$ cat src/design/ptom_ram.sv
// ----------------------------------------------------------------------------
// ptom_ram: simple dual-port memory
// One write port and one registered read port; a read and a write of the
// same address in one cycle return the old contents.
// ----------------------------------------------------------------------------
module ptom_ram #(
	parameter int DEPTH = 256,
	parameter int WIDTH = 18,
	localparam int AW = $clog2(DEPTH)
) (
	input  logic             clk,
	input  logic             rd_en,
	input  logic [AW-1:0]    rd_addr,
	output logic [WIDTH-1:0] rd_data,
	input  logic             wr_en,
	input  logic [AW-1:0]    wr_addr,
	input  logic [WIDTH-1:0] wr_data
);

	logic [WIDTH-1:0] mem [DEPTH];

	always_ff @(posedge clk) begin
		if (rd_en) begin
			rd_data <= mem[rd_addr];
		end
	end

	always_ff @(posedge clk) begin
		if (wr_en) begin
			mem[wr_addr] <= wr_data;
		end
	end

endmodule

$ cat config.mk
export PLATFORM = sky130hd
export DESIGN_NAME = ptom_ram
export DESIGN_NICKNAME = d
export VERILOG_FILES = /design/src/design/ptom_ram.sv
export SDC_FILE = /design/constraint.sdc
export NUM_CORES = 2
export LEC_CHECK = 0
export BUFFER_PORTS_ARGS = -buffer_cell sky130_fd_sc_hd__clkbuf_2
export CORE_MARGIN = 4
export CORE_UTILIZATION = 56
export DETAILED_ROUTE_END_ITERATION = 7
export GPL_ROUTABILITY_DRIVEN = 0
export PLACE_DENSITY_LB_ADDON = 0.15
export SKIP_LAST_GASP = 1
export SYNTH_ARGS = -nofsm -noshare
export SYNTH_HDL_FRONTEND = slang
export SYNTH_MEMORY_MAX_BITS = 65536
export SYNTH_SLANG_ARGS = --single-unit
$ cat constraint.sdc
create_clock -name clk -period 5.5 [get_ports clk]
set_input_delay 0.55 -clock clk [delete_from_list [all_inputs] [get_ports clk]]
set_output_delay 0.55 -clock clk [all_outputs]
set_load 0.02 [all_outputs]
==> reports/results.ini <==
[status]
status = complete, but fails checks
violations = max-capacitance violations, max-slew violations

[yosys]
avgSynthCellArea_um2 = 21.5
synth_largest_area_cell = edfxtp_1
ys.flop_type = edfxtp_1
synth.distinct_cells = 40
synth_top_cells_by_count = 4626 x edfxtp_1, 864 x mux4_2, 792 x mux2i_1
ys_warn_count = 0
syn_nets = 8318
synth_top_area_share = 0.779
synthCells = 8281
synth-async-reset-ratio = 0
synthMostInstantiatedCell = edfxtp_1
synth_area_leaders = edfxtp_1 78%, mux4_2 11%, mux2i_1 4.4%
synth_edf_count = 4626
syn_area_mm2 = 0.178
synth_seq_cells = 4626
yosysSeqAreaShare = 0.779

[sta]
fin_skew_ns = 0.0825
worst-slew-pin-transition_ns = 1.50
setup_viol = 0
setup_slack_ns = 1.81
max_freq_ghz = 0.271
setup_tns_ns = 0
finalHoldViolCount = 0
final_max_slew_viol_count = 1
finalCriticalPeriod_ns = 3.69
rsz0062_at_grt = no
min_period_over_period = 0.671
slew-limit-headroom = -0.00751

[route]
wl_um = 478000
drcViolationCount = 0
routedWlPerCell_um = 35.9
first_pass_iters = 8
vias = 89999
drt-vias-per-instance = 6.76
ant_nets = 0
drtIter0Drc = 13125

[place]
hpwl_um = 281000
pre_cts_slack_ns = 0.862
port_buffers = 54
dp.cells = 12467

[clocking]
cts_setup_buffers = 0
numCtsBuffers = 455
clock_latency_ns = 0.99
cts_root_buf = clkbuf_16
cts_sinks = 4626
clk_path_buf_depth = 4
cts.reportedPaths.clkPinSlew_ns = 0.06
cts_tree = done
cts_resized = 0
htree_levels = 5

[final_layout]
stdcell_count = 13315
final_nets = 8803
fillers = 21033
drive_gt1_frac = 0.245
area_growth_pct = 12.4

[global_routing]
grt_antenna_before_repair = 22
grt_pass1_vias = 88287
grt_max_degree = 183
grt_overflow_total = 0
gr-usage-all-layers = 0.293
grt_pass1_wl_um = 676000

[hold_path]
hold_path.class = in -> reg
hp-start = wr_data[4]

[floorplan]
die_area_mm2 = 0.328
start_util = 0.565
die_h_um = 572
io_pins = 55
die_x_um = 572
core-area_mm2 = 0.316
fp-row-count = 206

[worst_setup_path]
arrival_ns = 4.41
critPathLaunchType = input port
cp-end-kind = flop
required_ns = 6.22
reg2reg_slack_ns = 2.16
reg2reg_from = mem[135][15]$_DFFE_PP_
cp-startpoint = rd_addr[0]
path_max_fanout = 46
crit_type = in -> reg

[pwr]
p_total_w = 0.0729
p_leak_nw = 63.7
ir_drop_v = 0.000299
p_per_area_mw_per_mm2 = 363

[run]
cap_violations = 1

[path summary, 6_finish.rpt]
kind                           endpoint  cells past startpoint
setup / recovery  rd_data[16]$_DFFE_PP_                     10
hold / removal      mem[5][4]$_DFFE_PP_                      1
setup reg to reg  rd_data[15]$_DFFE_PP_                      6
hold reg to reg   rd_data[17]$_DFFE_PP_                      6
[cell type report]
type / count / area [um2] / share of cell area
inverters: 4 / 27.5 / 0.000137
flip-flops and latches: 4626 / 139000 / 0.693
clock buffers: 552 / 11900 / 0.0591
multi-input cells: 3155 / 37200 / 0.185
clock inverters: 282 / 2610 / 0.0130
well taps: 4160 / 5200 / 0.0259
diodes: 12 / 30.0 / 0.000150
repair buffers: 524 / 4740 / 0.0236
[metrics by stage]
step                utilization  hold slack, ns  area, um2
CTS                       0.635        0.000880     201000
global route              0.635          0.0224     201000
finish                    0.635          0.0279     201000
detailed placement        0.589            1.03     186000
floorplan                     -           0.649     178000
global placement          0.589            1.02     186000
[cell usage in the layout (no fill, tap or decap), drive strengths merged, types with 2 or more instances in the layout]
master       instances
nand3b               2
a31oi               20
nor3               159
a21oi              190
a22oi               51
mux2i              792
clkbuf             584
o221ai             318
nor4                34
buf                490
a22o                19
mux4               864
diode               12
nor2               290
edfxtp            4626
or3                  2
bufinv              39
o22ai              238
nand4               27
clkinvlp            11
clkinv             220
or2                  5
o21ai               14
nand3               23
nor2b                8
o211ai              10
dlygate4sd3          2
o32a                 2
nand2b               3
nand2               81
inv                 16
[layer usage]
layer	routed length (um)	GRT usage	vias to the layer above
met3	49900	0.0600	850
li1	-	-	36230
met2	222000	0.444	5279
met4	21000	0.111	12
met5	73	0	-
met1	185000	0.426	47628
[registers in the layout, indices dropped and copies added, names as in the netlist]
name and count:
mem 4608, rd_data 18
[worst max-delay path: stages]
cell and delay [ns]:
buf_12 0.35, buf_12 0.39, buf_4 0.47, mux4_2 0.58
o22ai_1 0.16, nor3_1 0.09, nor3_1 0.97, buf_4 0.25
a22o_1 0.31, nor4_2 0.10
[cells by family (layout without fill, tap and decap cells)]
family / after synthesis / after routing / share of synthesized area
and+or+nand+nor: 637 / 637 / 0.0166
muxes: 1656 / 1656 / 0.154
AOI/OAI and AO/OA: 862 / 862 / 0.0340
buffers and inverters: 500 / 1362 / 0.0172
other: 0 / 12 / 0
DFF: 4626 / 4626 / 0.779
[where the power goes]
group          internal (W)  switching, W
clock                0.0172        0.0131
combinational       0.00122       0.00247
sequential           0.0389     0.0000523
total                0.0573        0.0156
[repair_timing]
action	in CTS	in global routing
hold endpoints to repair	9	0
setup endpoints to repair	0	0
hold buffers	2	0
(Power assumes the default switching activity.)
