File: src/design/ptom_pkg.sv
// ----------------------------------------------------------------------------
// ptom_pkg: shared definitions for the peer time offset median core
// Widths, window geometry, register indexes, reset values and the types
// that pass between the sequencer, the window stores and the top level.
// ----------------------------------------------------------------------------
package ptom_pkg;

	localparam int TIME_W     = 40;
	localparam int OFF_W      = TIME_W + 1;
	localparam int VAL_W      = 18;
	localparam int NET_W      = 17;
	localparam int ADJ_W      = 42;
	localparam int REJ_W      = 17;
	localparam int CLAMP_W    = 16;
	localparam int MIN_W      = 8;
	localparam int COUNT_W    = 8;
	localparam int CFG_IDX_W  = 2;
	localparam int CFG_DATA_W = 17;

	localparam int WINDOW_DEPTH = 200;
	localparam int IDX_W        = $clog2(WINDOW_DEPTH);
	localparam int CNT_W        = $clog2(WINDOW_DEPTH + 1);
	localparam int CMP_W        = (CNT_W > MIN_W) ? CNT_W : MIN_W;

	localparam logic [CFG_IDX_W-1:0] REG_REJECT_LIMIT = 2'd0;
	localparam logic [CFG_IDX_W-1:0] REG_CLAMP_LIMIT  = 2'd1;
	localparam logic [CFG_IDX_W-1:0] REG_MIN_SAMPLES  = 2'd2;

	localparam logic [REJ_W-1:0]   REJECT_RESET = REJ_W'(24 * 60 * 60);
	localparam logic [CLAMP_W-1:0] CLAMP_RESET  = CLAMP_W'(70 * 60);
	localparam logic [MIN_W-1:0]   MIN_RESET    = MIN_W'(5);

	typedef struct packed {
		logic [REJ_W-1:0]   reject_limit;
		logic [CLAMP_W-1:0] clamp_limit;
		logic [MIN_W-1:0]   min_samples;
	} cfg_t;

	typedef struct packed {
		logic             rd_en;
		logic [IDX_W-1:0] rd_addr;
		logic             wr_en;
		logic [IDX_W-1:0] wr_addr;
		logic [VAL_W-1:0] wr_data;
	} ram_req_t;

	typedef enum logic [7:0] {
		ST_IDLE     = 8'b0000_0001,
		ST_CHECK    = 8'b0000_0010,
		ST_REMOVE   = 8'b0000_0100,
		ST_INSERT   = 8'b0000_1000,
		ST_INS_ZERO = 8'b0001_0000,
		ST_MEDIAN   = 8'b0010_0000,
		ST_CLAMP    = 8'b0100_0000,
		ST_FINISH   = 8'b1000_0000
	} state_t;

endpackage

File: src/design/ptom_if.sv
// ----------------------------------------------------------------------------
// ptom_if: request channels of the peer time offset median core
// Sample channel (peer and local time) and result channel, each with
// valid, ready and payload and a source and a sink modport.
// ----------------------------------------------------------------------------
interface ptom_in_if;
	import ptom_pkg::*;

	logic              valid;
	logic              ready;
	logic [TIME_W-1:0] peer_secs;
	logic [TIME_W-1:0] local_secs;

	modport source (output valid, output peer_secs, output local_secs, input ready);
	modport sink   (input valid, input peer_secs, input local_secs, output ready);
endinterface

interface ptom_out_if;
	import ptom_pkg::*;

	logic                    valid;
	logic                    ready;
	logic                    accepted;
	logic signed [NET_W-1:0] time_offset;
	logic [COUNT_W-1:0]      sample_count;
	logic signed [ADJ_W-1:0] adjusted_time;

	modport source (output valid, output accepted, output time_offset,
		output sample_count, output adjusted_time, input ready);
	modport sink   (input valid, input accepted, input time_offset,
		input sample_count, input adjusted_time, output ready);
endinterface

File: src/design/ptom_ctrl.sv
// ----------------------------------------------------------------------------
// ptom_ctrl: sequencer and shared compare datapath
// Checks each offset against the reject limit, keeps the arrival ring and
// the sorted window by walking the sorted store one entry per cycle, then
// reads and clamps the median once min_samples are held; registers the result.
// ----------------------------------------------------------------------------
module ptom_ctrl (
	input  logic                        clk,
	input  logic                        arst_n,
	input  ptom_pkg::cfg_t              cfg,
	ptom_in_if.sink                     samples,
	ptom_out_if.source                  results,
	output ptom_pkg::ram_req_t          ring_req,
	input  logic [ptom_pkg::VAL_W-1:0]  ring_rd_data,
	output ptom_pkg::ram_req_t          srt_req,
	input  logic [ptom_pkg::VAL_W-1:0]  srt_rd_data
);
	import ptom_pkg::*;

	state_t                  state_q;
	logic signed [OFF_W-1:0] off_q;
	logic [TIME_W-1:0]       local_q;
	logic signed [VAL_W-1:0] v_q;
	logic                    accepted_q;
	logic [CNT_W-1:0]        held_q;
	logic [IDX_W-1:0]        oldest_q;
	logic signed [NET_W-1:0] netoff_q;
	logic [CNT_W-1:0]        ia_q;
	logic                    rv_q;
	logic [IDX_W-1:0]        ri_q;
	logic                    found_q;

	logic                    out_valid_q;
	logic                    out_acc_q;
	logic signed [NET_W-1:0] out_off_q;
	logic [COUNT_W-1:0]      out_cnt_q;
	logic signed [ADJ_W-1:0] out_adj_q;

	logic signed [OFF_W-1:0] lim_w;
	logic                    acc_w;
	logic signed [VAL_W-1:0] v_w;
	logic                    full_w;
	logic [CNT_W:0]          ring_sum_w;
	logic [IDX_W-1:0]        ring_wr_addr_w;
	logic [IDX_W-1:0]        oldest_next_w;
	logic signed [VAL_W-1:0] rd_val_w;
	logic                    match_w;
	logic                    gt_w;
	logic [IDX_W-1:0]        last_w;
	logic                    med_go_w;
	logic signed [VAL_W-1:0] climit_w;
	logic signed [VAL_W-1:0] clamp_w;
	logic signed [ADJ_W-1:0] adj_w;
	logic                    load_w;

	assign lim_w  = $signed({{(OFF_W - REJ_W){1'b0}}, cfg.reject_limit});
	assign acc_w  = (off_q <= lim_w) && (off_q >= -lim_w);
	assign v_w    = off_q[VAL_W-1:0];
	assign full_w = (held_q == CNT_W'(WINDOW_DEPTH));

	assign ring_sum_w     = (CNT_W + 1)'(oldest_q) + (CNT_W + 1)'(held_q);
	assign ring_wr_addr_w = (ring_sum_w >= (CNT_W + 1)'(WINDOW_DEPTH))
		? IDX_W'(ring_sum_w - (CNT_W + 1)'(WINDOW_DEPTH)) : IDX_W'(ring_sum_w);
	assign oldest_next_w  = (oldest_q == IDX_W'(WINDOW_DEPTH - 1))
		? '0 : IDX_W'(oldest_q + 1'b1);

	// The compare logic: the word just read from the sorted store
	// against the leaving offset or against the new offset.
	assign rd_val_w = $signed(srt_rd_data);
	assign match_w  = (srt_rd_data == ring_rd_data);
	assign gt_w     = (rd_val_w > v_q);
	assign last_w   = IDX_W'(held_q - 1'b1);

	assign med_go_w = (CMP_W'(held_q) >= CMP_W'(cfg.min_samples));
	assign climit_w = $signed({{(VAL_W - CLAMP_W){1'b0}}, cfg.clamp_limit});
	assign clamp_w  = (rd_val_w > climit_w) ? climit_w
		: ((rd_val_w < -climit_w) ? -climit_w : rd_val_w);
	assign adj_w    = $signed({{(ADJ_W - TIME_W){1'b0}}, local_q}) + ADJ_W'(netoff_q);
	assign load_w   = (state_q == ST_FINISH) && (!out_valid_q || results.ready);

	assign samples.ready         = (state_q == ST_IDLE);
	assign results.valid         = out_valid_q;
	assign results.accepted      = out_acc_q;
	assign results.time_offset   = out_off_q;
	assign results.sample_count  = out_cnt_q;
	assign results.adjusted_time = out_adj_q;

	always_comb begin
		ring_req = '0;
		srt_req  = '0;
		unique case (state_q)
			ST_CHECK: begin
				if (acc_w) begin
					ring_req.wr_en   = 1'b1;
					ring_req.wr_data = v_w;
					if (full_w) begin
						// Fetch the leaving offset while its slot takes the new one.
						ring_req.rd_en   = 1'b1;
						ring_req.rd_addr = oldest_q;
						ring_req.wr_addr = oldest_q;
					end else begin
						ring_req.wr_addr = ring_wr_addr_w;
					end
				end
			end
			ST_REMOVE: begin
				if (ia_q < held_q) begin
					srt_req.rd_en   = 1'b1;
					srt_req.rd_addr = ia_q[IDX_W-1:0];
				end
				if (rv_q && found_q) begin
					srt_req.wr_en   = 1'b1;
					srt_req.wr_addr = IDX_W'(ri_q - 1'b1);
					srt_req.wr_data = srt_rd_data;
				end
			end
			ST_INSERT: begin
				if (ia_q != '0) begin
					srt_req.rd_en   = 1'b1;
					srt_req.rd_addr = IDX_W'(ia_q - 1'b1);
				end
				if (rv_q) begin
					srt_req.wr_en   = 1'b1;
					srt_req.wr_addr = IDX_W'(ri_q + 1'b1);
					srt_req.wr_data = gt_w ? srt_rd_data : v_q;
				end
			end
			ST_INS_ZERO: begin
				srt_req.wr_en   = 1'b1;
				srt_req.wr_addr = '0;
				srt_req.wr_data = v_q;
			end
			ST_MEDIAN: begin
				if (med_go_w) begin
					srt_req.rd_en   = 1'b1;
					srt_req.rd_addr = IDX_W'(held_q >> 1);
				end
			end
			default: begin
			end
		endcase
	end

	always_ff @(posedge clk or negedge arst_n) begin
		if (!arst_n) begin
			state_q     <= ST_IDLE;
			off_q       <= '0;
			local_q     <= '0;
			v_q         <= '0;
			accepted_q  <= 1'b0;
			held_q      <= '0;
			oldest_q    <= '0;
			netoff_q    <= '0;
			ia_q        <= '0;
			rv_q        <= 1'b0;
			ri_q        <= '0;
			found_q     <= 1'b0;
			out_valid_q <= 1'b0;
			out_acc_q   <= 1'b0;
			out_off_q   <= '0;
			out_cnt_q   <= '0;
			out_adj_q   <= '0;
		end else begin
			if (out_valid_q && results.ready && !load_w) begin
				out_valid_q <= 1'b0;
			end
			unique case (state_q)
				ST_IDLE: begin
					if (samples.valid) begin
						off_q   <= $signed({1'b0, samples.peer_secs})
							- $signed({1'b0, samples.local_secs});
						local_q <= samples.local_secs;
						state_q <= ST_CHECK;
					end
				end
				ST_CHECK: begin
					accepted_q <= acc_w;
					v_q        <= v_w;
					rv_q       <= 1'b0;
					found_q    <= 1'b0;
					if (!acc_w) begin
						state_q <= ST_FINISH;
					end else if (full_w) begin
						oldest_q <= oldest_next_w;
						ia_q     <= '0;
						state_q  <= ST_REMOVE;
					end else if (held_q == '0) begin
						state_q <= ST_INS_ZERO;
					end else begin
						ia_q    <= held_q;
						state_q <= ST_INSERT;
					end
				end
				ST_REMOVE: begin
					// Reads stream upward; entries above the match move down one.
					if (ia_q < held_q) begin
						ia_q <= CNT_W'(ia_q + 1'b1);
						ri_q <= ia_q[IDX_W-1:0];
						rv_q <= 1'b1;
					end else begin
						rv_q <= 1'b0;
					end
					if (rv_q) begin
						if (!found_q && match_w) begin
							found_q <= 1'b1;
						end
						if (ri_q == last_w) begin
							held_q  <= CNT_W'(held_q - 1'b1);
							ia_q    <= CNT_W'(held_q - 1'b1);
							rv_q    <= 1'b0;
							state_q <= ST_INSERT;
						end
					end
				end
				ST_INSERT: begin
					// Reads stream downward; larger entries move up one until
					// the new offset finds its place.
					if (ia_q != '0) begin
						ia_q <= CNT_W'(ia_q - 1'b1);
						ri_q <= IDX_W'(ia_q - 1'b1);
						rv_q <= 1'b1;
					end else begin
						rv_q <= 1'b0;
					end
					if (rv_q) begin
						if (gt_w) begin
							if (ri_q == '0) begin
								rv_q    <= 1'b0;
								state_q <= ST_INS_ZERO;
							end
						end else begin
							held_q  <= CNT_W'(held_q + 1'b1);
							rv_q    <= 1'b0;
							state_q <= ST_MEDIAN;
						end
					end
				end
				ST_INS_ZERO: begin
					held_q  <= CNT_W'(held_q + 1'b1);
					state_q <= ST_MEDIAN;
				end
				ST_MEDIAN: begin
					state_q <= med_go_w ? ST_CLAMP : ST_FINISH;
				end
				ST_CLAMP: begin
					netoff_q <= NET_W'(clamp_w);
					state_q  <= ST_FINISH;
				end
				ST_FINISH: begin
					if (load_w) begin
						out_valid_q <= 1'b1;
						out_acc_q   <= accepted_q;
						out_off_q   <= netoff_q;
						out_cnt_q   <= COUNT_W'(held_q);
						out_adj_q   <= adj_w;
						state_q     <= ST_IDLE;
					end
				end
				default: begin
					state_q <= ST_IDLE;
				end
			endcase
		end
	end

endmodule

File: src/flat_wrapper.sv
// flat-port wrapper written by rule: the top's interface ports become plain ports
module ptom_ctrl_flat import ptom_pkg::*;
  (clk, arst_n, cfg, ring_req, ring_rd_data, srt_req, srt_rd_data, samples_valid, samples_peer_secs, samples_local_secs, samples_ready, results_valid, results_accepted, results_time_offset, results_sample_count, results_adjusted_time, results_ready);
  ptom_in_if samples_i ();
  ptom_out_if results_i ();
  input  logic clk;
  input  logic arst_n;
  input  ptom_pkg::cfg_t cfg;
  output ptom_pkg::ram_req_t ring_req;
  input  logic [ptom_pkg::VAL_W-1:0] ring_rd_data;
  output ptom_pkg::ram_req_t srt_req;
  input  logic [ptom_pkg::VAL_W-1:0] srt_rd_data;
  input wire logic [$bits(samples_i.valid)-1:0] samples_valid;
  input wire logic [$bits(samples_i.peer_secs)-1:0] samples_peer_secs;
  input wire logic [$bits(samples_i.local_secs)-1:0] samples_local_secs;
  output wire logic [$bits(samples_i.ready)-1:0] samples_ready;
  output wire logic [$bits(results_i.valid)-1:0] results_valid;
  output wire logic [$bits(results_i.accepted)-1:0] results_accepted;
  output wire logic [$bits(results_i.time_offset)-1:0] results_time_offset;
  output wire logic [$bits(results_i.sample_count)-1:0] results_sample_count;
  output wire logic [$bits(results_i.adjusted_time)-1:0] results_adjusted_time;
  input wire logic [$bits(results_i.ready)-1:0] results_ready;
  assign samples_i.valid = samples_valid;
  assign samples_i.peer_secs = samples_peer_secs;
  assign samples_i.local_secs = samples_local_secs;
  assign samples_ready = samples_i.ready;
  assign results_valid = results_i.valid;
  assign results_accepted = results_i.accepted;
  assign results_time_offset = results_i.time_offset;
  assign results_sample_count = results_i.sample_count;
  assign results_adjusted_time = results_i.adjusted_time;
  assign results_i.ready = results_ready;
  ptom_ctrl u_core (.clk(clk), .arst_n(arst_n), .cfg(cfg), .samples(samples_i), .results(results_i), .ring_req(ring_req), .ring_rd_data(ring_rd_data), .srt_req(srt_req), .srt_rd_data(srt_rd_data));
endmodule
File: config.mk
export PLATFORM = sky130hd
export DESIGN_NAME = ptom_ctrl_flat
export DESIGN_NICKNAME = d
export VERILOG_FILES = /design/src/design/ptom_pkg.sv /design/src/design/ptom_if.sv /design/src/design/ptom_ctrl.sv /design/src/flat_wrapper.sv
export SDC_FILE = /design/constraint.sdc
export NUM_CORES = 1
export LEC_CHECK = 0
export ABC_CLOCK_PERIOD_IN_PS = 6500
export BUFFER_PORTS_ARGS = -buffer_cell sky130_fd_sc_hd__buf_2
export CAP_MARGIN = 20
export CORE_ASPECT_RATIO = 0.8
export CORE_MARGIN = 2
export CORE_UTILIZATION = 50
export CTS_BUF_LIST = sky130_fd_sc_hd__clkbuf_8
export CTS_CLUSTER_SIZE = 12
export DETAILED_ROUTE_END_ITERATION = 7
export PLACE_DENSITY = 0.72
export SYNTH_ARGS = -nofsm -noshare
export SYNTH_HDL_FRONTEND = slang
export SYNTH_SLANG_ARGS = --single-unit
File: constraint.sdc
create_clock -name clk -period 6.5 [get_ports clk]
set_input_delay 0.65 -clock clk [delete_from_list [all_inputs] [get_ports clk]]
set_output_delay 0.65 -clock clk [all_outputs]
set_load 0.01 [all_outputs]
==> impl_metrics.tcl, run 1 <==
set metrics [dict create \
    slew-limit-headroom_pct 29.57 \
    synth_mux_area_share_pct 2.213 \
    synthAdderAreaFrac_pct 15.00 \
    port_buffers 302 \
    ys_seq_elements 228 \
    setup_viol 0 \
    yosys-top-cells-count "nand2_1 (309), dfrtp_1 (227), ha_1 (227)" \
    cts_root_buffer "clkbuf_8" \
    cp-end-kind "primary output" \
    stdcell_area_um2 22160 \
    startpoint_type "input pin" \
    yosysMostFrequentCell "nand2_1" \
    slew_violations 0 \
    clock_path_buffers 3 \
    r2r-end "u_core.state_q[2]" \
    cts.sinks 228 \
    p_clk_share_pct 20.5 \
    io_pins 303 \
    whs_ns 0.06999 \
    first_global_vias 17060 \
    worstMarginPinSlew_ns 1.056 \
    ys_types 89 \
    fmax_mhz 178.6 \
    irDropWorstVdd_uv 132.1 \
    gr-total-overflow 0 \
    cp.required_ns 5.85 \
    synthTopCellsByArea "dfrtp_1 (29%), ha_1 (15%), nand2_1 (6.0%)" \
    syn_area_um2 19340 \
    ys_async_sr_fraction_pct 100.0 \
    p_sw_share_pct 43.47 \
    place_congestion 1.031 \
    path_cells "buf_2 > nor4_1 > nand2_1 > nor2_1 > nand3_1 > nor2_1 > xnor2_1 > ha_1 > a21o_1 > a21o_1 > a21oi_1 > o21a_1 > o211ai_1 > a211o_1 > a21oi_2 > or3_1 > inv_2 > and2_1 > buf_2" \
    grt_max_degree 121 \
    path_max_fanout 19 \
    power_density_nw_per_um2 332.0 \
    synth_compound_area_share_pct 22.38 \
    crit_type "input pin to primary output" \
    cts_resized 0 \
    rsz0062_at_grt "no" \
    intPower_uw 4158 \
    critical_path.max_stage_delay_ns 0.52 \
    static-leakage-power_uw 0.01151 \
    fp.dieH_um 179.9 \
    hold_buffers 0 \
    fin_skew_ns 0.06093 \
    crit_family "simple AND/OR/NAND/NOR gates" \
    post-route-min-period_ns 5.599 \
    drt.antenna.violating_nets 0 \
    crit_slowest_cell "or3_1" \
    vias 18550 \
    status "finished clean" \
    rrSetupSlack_ns 2.36 \
    clk_latency_ns 0.61 \
    wl_per_cell_um 20.78 \
    dr.pass1.iters 5 \
    dieArea_um2 40270 \
    placed_area_um2 21230 \
    p_switching_uw 3197 \
    startpoint "cfg[26]" \
    hold_class "input pin to asynchronous set/reset pin" \
    fin_crit_sh_pct 86.13 \
    hpwl_um 51130 \
    synth_top_area_share_pct 29.38 \
    r2r_start "u_core.held_q[0]" \
    cts_setup_buffers 0 \
    grt_pass1_wl_um 99030 \
    synth_top_family_by_area "compound AO/OA/AOI/OAI gates" \
    ys.flop_type "dfrtp_1" \
    cp_num_buf_inv 3 \
    htreeDepth 2 \
    drc_errors 0 \
    path_clk_slew_ns 0.06 \
    routed_wl_um 64960 \
    combPwrFrac_pct 43.4 \
    grt_antenna_before_repair 12 \
    cts_buffers 41 \
    synth-seq-area-share_pct 29.51 \
    vias_per_cell 5.934 \
    layout-drive-gt1-share_pct 16.54 \
    track_usage_pct 31.60 \
    syn_avg_cell_area_um2 8.302 \
    area_growth_pct 14.58 \
    ys.warnings.count 0 \
    yosysTopAreaCell "dfrtp_1" \
    yosys.area_share.simple_pct 18.69 \
    start_util_pct 50.62 \
    reg2reg_depth 10 \
    setup_tns_ns 0 \
    final_nets 2982 \
    fp-row-count 64 \
    dieWidth_um 223.9 \
    cts_tree "done" \
    drtIter0Drc 1951 \
    synth-xor-area-share_pct 6.878 \
    synth_enable_flop_cells 0 \
    cp_data_arrival_time_ns 4.95 \
    maxCapViolCount 0 \
    p_seq_share_pct 36.1 \
    core_um2 38200 \
    hold_violations 0 \
    synthCells 2329 \
    synth_fp_nets 2720 \
]
[worst register-to-register path, cell delays in order (launching register included)]
cell and delay (ns):
dfrtp_1 0.58, inv_1 0.41, ha_1 0.39, nor3b_1 0.36, xnor3_1 0.18, nor4b_1 0.30
and4_1 0.76, nor2_1 0.12, a311o_1 0.46, nand2_1 0.30, o21ai_0 0.14
[power by group through the flow]
stage | Clock (uW) | Combinational [uW] | Sequential, uW
after floorplan | 0 | 2220 | 2410
after global routing | 1610 | 3590 | 2700
after global placement | 0 | 3060 | 2640
final | 1510 | 3190 | 2650
after detailed placement | 0 | 3140 | 2650
after CTS | 1540 | 3170 | 2630
[layout by cell type, fill, tap and decap left out, types with 22 or more instances in the layout]
cell type,Yosys,final
nor3_1,58,58
inv_1,167,174
nand4_1,32,32
a21oi_1,128,128
mux2_2,22,22
nor2b_1,23,23
a31oi_1,22,22
and2_1,35,35
nor2_1,119,119
dfrtp_1,227,227
nand2b_1,23,22
o21a_1,24,24
xnor2_1,87,87
buf_2,13,301
o21ai_0,196,196
xor2_1,52,52
a21o_1,101,101
nand2_1,309,308
ha_1,227,227
nand3_1,49,49
clkbuf_8,0,52
and3_1,24,24
[final cells by class]
type                    instances  area (um2)
clock buffers                  52       715.7
fillers                      3575       16040
multi-input cells            1832       12610
diodes                         13       32.53
well taps                     495       619.3
clock inverters                18       175.2
flip-flops and latches        228        5707
repair buffers                317        1650
inverters                     171       641.9
[per-layer routing]
layer / track usage [%] / vias up / part of all wire [%]
li1: - / 8855 / -
met1: 48.77 / 8776 / 47
met3: 6.636 / 115 / 9.8
met4: 11.23 / 0 / 2.8
met5: 0 / - / 0
met2: 42.83 / 805 / 40
[cells by family (layout without fill, tap and decap cells)]
kind of cell | count (synthesis) | in the layout
multiplexers | 40 | 40
XOR/XNOR | 144 | 144
other | 0 | 13
AND/OR/NAND/NOR | 750 | 750
buffers and inverters | 269 | 558
flip-flops | 228 | 228
AO/OA/AOI/OAI | 668 | 668
adder cells (fa/ha/maj) | 230 | 230
[registers in the layout, summed over array words and instances, names as in the netlist, 17 cells and up]
name / count
u_core.v_q: 18
u_core.results.adjusted_time: 42
u_core.netoff_q: 17
u_core.results.time_offset: 17
u_core.local_q: 40
u_core.off_q: 41
[how the worst max path moves through the flow]
stage                    to  slack, ns  cells past startpoint
2_1_floorplan  ring_req[29]       1.72                     16
3_3_place_gp   ring_req[11]       1.02                     19
3_5_place_dp   ring_req[11]       0.97                     19
4_1_cts        ring_req[10]       0.96                     19
5_1_grt        ring_req[16]       0.63                     19
6_report        ring_req[2]       0.90                     19
[per-stage QoR]
stage	util [%]	setup slack (ns)	cells	power [uW]
2_1_floorplan	-	1.724	2329	4629
3_3_place_gp	55.56	1.015	3042	5699
3_5_place_dp	55.59	0.9730	3043	5790
4_1_cts	57.92	0.9579	3113	7333
5_1_grt	58.01	0.6345	3126	7895
6_report	58.01	0.9013	3126	7355
Note: power is estimated with default switching activity, not from simulation.
==> inputs of run 2 (changes only) <==
--- a/config.mk
+++ b/config.mk
@@ -10,11 +10,11 @@
 export CAP_MARGIN = 20
 export CORE_ASPECT_RATIO = 0.8
 export CORE_MARGIN = 2
-export CORE_UTILIZATION = 50
+export CORE_UTILIZATION = 63
 export CTS_BUF_LIST = sky130_fd_sc_hd__clkbuf_8
 export CTS_CLUSTER_SIZE = 12
 export DETAILED_ROUTE_END_ITERATION = 7
-export PLACE_DENSITY = 0.72
+export PLACE_DENSITY = 0.87
 export SYNTH_ARGS = -nofsm -noshare
 export SYNTH_HDL_FRONTEND = slang
 export SYNTH_SLANG_ARGS = --single-unit
==> impl_metrics.tcl, run 2 (same netlist as run 1, synthesis figures left out) <==
set metrics [dict create \
    status "finished clean" \
    clk_latency_ns 0.59 \
    fp-row-count 57 \
    hold_buffers 0 \
    fp.dieH_um 160.7 \
    irDropWorstVdd_uv 196.5 \
    grt_antenna_before_repair 11 \
    drtIter0Drc 1800 \
    gr-total-overflow 0 \
    cts.sinks 228 \
    cp_data_arrival_time_ns 4.94 \
    hold_violations 0 \
    fin_skew_ns 0.04674 \
    routed_wl_um 65100 \
    slew_violations 0 \
    slew-limit-headroom_pct 18.84 \
    maxCapViolCount 0 \
    setup_viol 0 \
    final_util_pct 72.57 \
    startpoint_type "input pin" \
    setup_tns_ns 0 \
    hpwl_um 50480 \
    fmax_mhz 178.8 \
    htreeDepth 2 \
    cts_resized 0 \
    drc_errors 0 \
    cts_buffers 39 \
    final_nets 2979 \
    fin_crit_sh_pct 86.06 \
    area_growth_pct 13.76 \
    first_global_vias 18160 \
    layout-drive-gt1-share_pct 16.51 \
    vias 19180 \
    rsz0062_at_grt "no" \
    port_buffers 302 \
    grt_pass1_wl_um 100600 \
    track_usage_pct 40.41 \
    start_util_pct 63.79 \
    largest_register_ffs 42 \
    place_congestion 1.015 \
    placed_area_um2 21110 \
    clock_path_buffers 3 \
    worstMarginPinSlew_ns 1.209 \
    drt.antenna.violating_nets 0 \
    hold_class "input pin to asynchronous set/reset pin" \
    wl_per_cell_um 21.39 \
    path_max_fanout 19 \
    vias_per_cell 6.303 \
    power_density_nw_per_um2 333.6 \
    io_pins 303 \
    fillers 2401 \
    post-route-min-period_ns 5.594 \
    cp.required_ns 5.85 \
    stdcell_area_um2 22000 \
    core_um2 30310 \
    dieWidth_um 199.9 \
    path_clk_slew_ns 0.06 \
    cp-end-kind "primary output" \
    cts_tree "done" \
    dieArea_um2 32120 \
    dr.pass1.iters 5 \
    whs_ns 0.07980 \
    cts_root_buffer "clkbuf_8" \
    final_common_cell "nand2_1" \
    static-leakage-power_uw 0.01147 \
    place_ws_ns 0.9512 \
    crit_type "input pin to primary output" \
    grt_max_degree 99 \
    layout_setup_ws_ns 0.9063 \
    cts_setup_buffers 0 \
    layout_common_cells "nand2_1 (308), buf_2 (301), ha_1 (227), dfrtp_1 (227), o21ai_0 (195)" \
]
[run 2: path summary, 6_finish.rpt]
check | startpoint | end | slack, ns | cells past startpoint
setup / recovery | cfg[26] | ring_req[7] | 0.91 | 19
hold / removal | arst_n | u_core.results.sample_count[6] | 0.08 | 1
setup reg to reg | u_core.held_q[1] | u_core.held_q[4] | 2.42 | 9
hold reg to reg | u_core.results.time_offset[8] | u_core.results.time_offset[8] | 0.47 | 2
max in group asynchronous | arst_n | u_core.held_q[4] | 4.90 | 2
min in group clk | samples_valid | u_core.state_q[0] | 0.33 | 2
[run 2: routing by layer]
metal | global-route usage [%] | share of wire [%]
met5 | 1.080 | 0
met4 | 15.52 | 4.0
met3 | 11.05 | 11
met2 | 58.00 | 42
met1 | 57.74 | 43
[run 2: worst max-delay path, cell delays in order]
cell      delay, ns
buf_2          0.13
nor4_1         0.38
nand2_1        0.13
nor2_1         0.22
nand3_1        0.36
nor2_1         0.23
xnor2_1        0.14
ha_1           0.26
a21o_1         0.18
a21o_1         0.17
a21oi_1        0.16
o21a_1         0.13
o211ai_1       0.08
a211o_1        0.31
a21oi_2        0.31
or3_1          0.49
inv_2          0.23
and2_1         0.23
buf_2          0.14
[run 2: per-stage QoR]
stage | std cells | total power, uW
after floorplan | 2329 | 4629
after global placement | 2960 | 5634
after detailed placement | 2960 | 5786
after CTS | 3030 | 7259
after global routing | 3041 | 7839
final | 3043 | 7338
[run 2: cell type report]
cell class / instances / area (um2) / area share (%)
Antenna cell: 13 / 32.53 / 0.1479
Clock buffer: 48 / 660.6 / 3.003
Clock inverter: 22 / 196.4 / 0.8931
Inverter: 171 / 641.9 / 2.918
Multi-Input combinational cell: 1832 / 12610 / 57.35
Sequential cell: 228 / 5707 / 25.94
Tap cell: 413 / 516.7 / 2.349
Timing Repair Buffer: 316 / 1627 / 7.395
[run 2: report_power, final]
| part | switching (uW) | internal [uW] | leakage, uW | total, uW |
|---|---|---|---|---|
| logic | 1900 | 1340 | 0.00820 | 3230 |
| registers | 673 | 1980 | 0.00280 | 2650 |
| clock network | 659 | 796 | 0.000468 | 1450 |
| total | 3230 | 4110 | 0.0115 | 7340 |
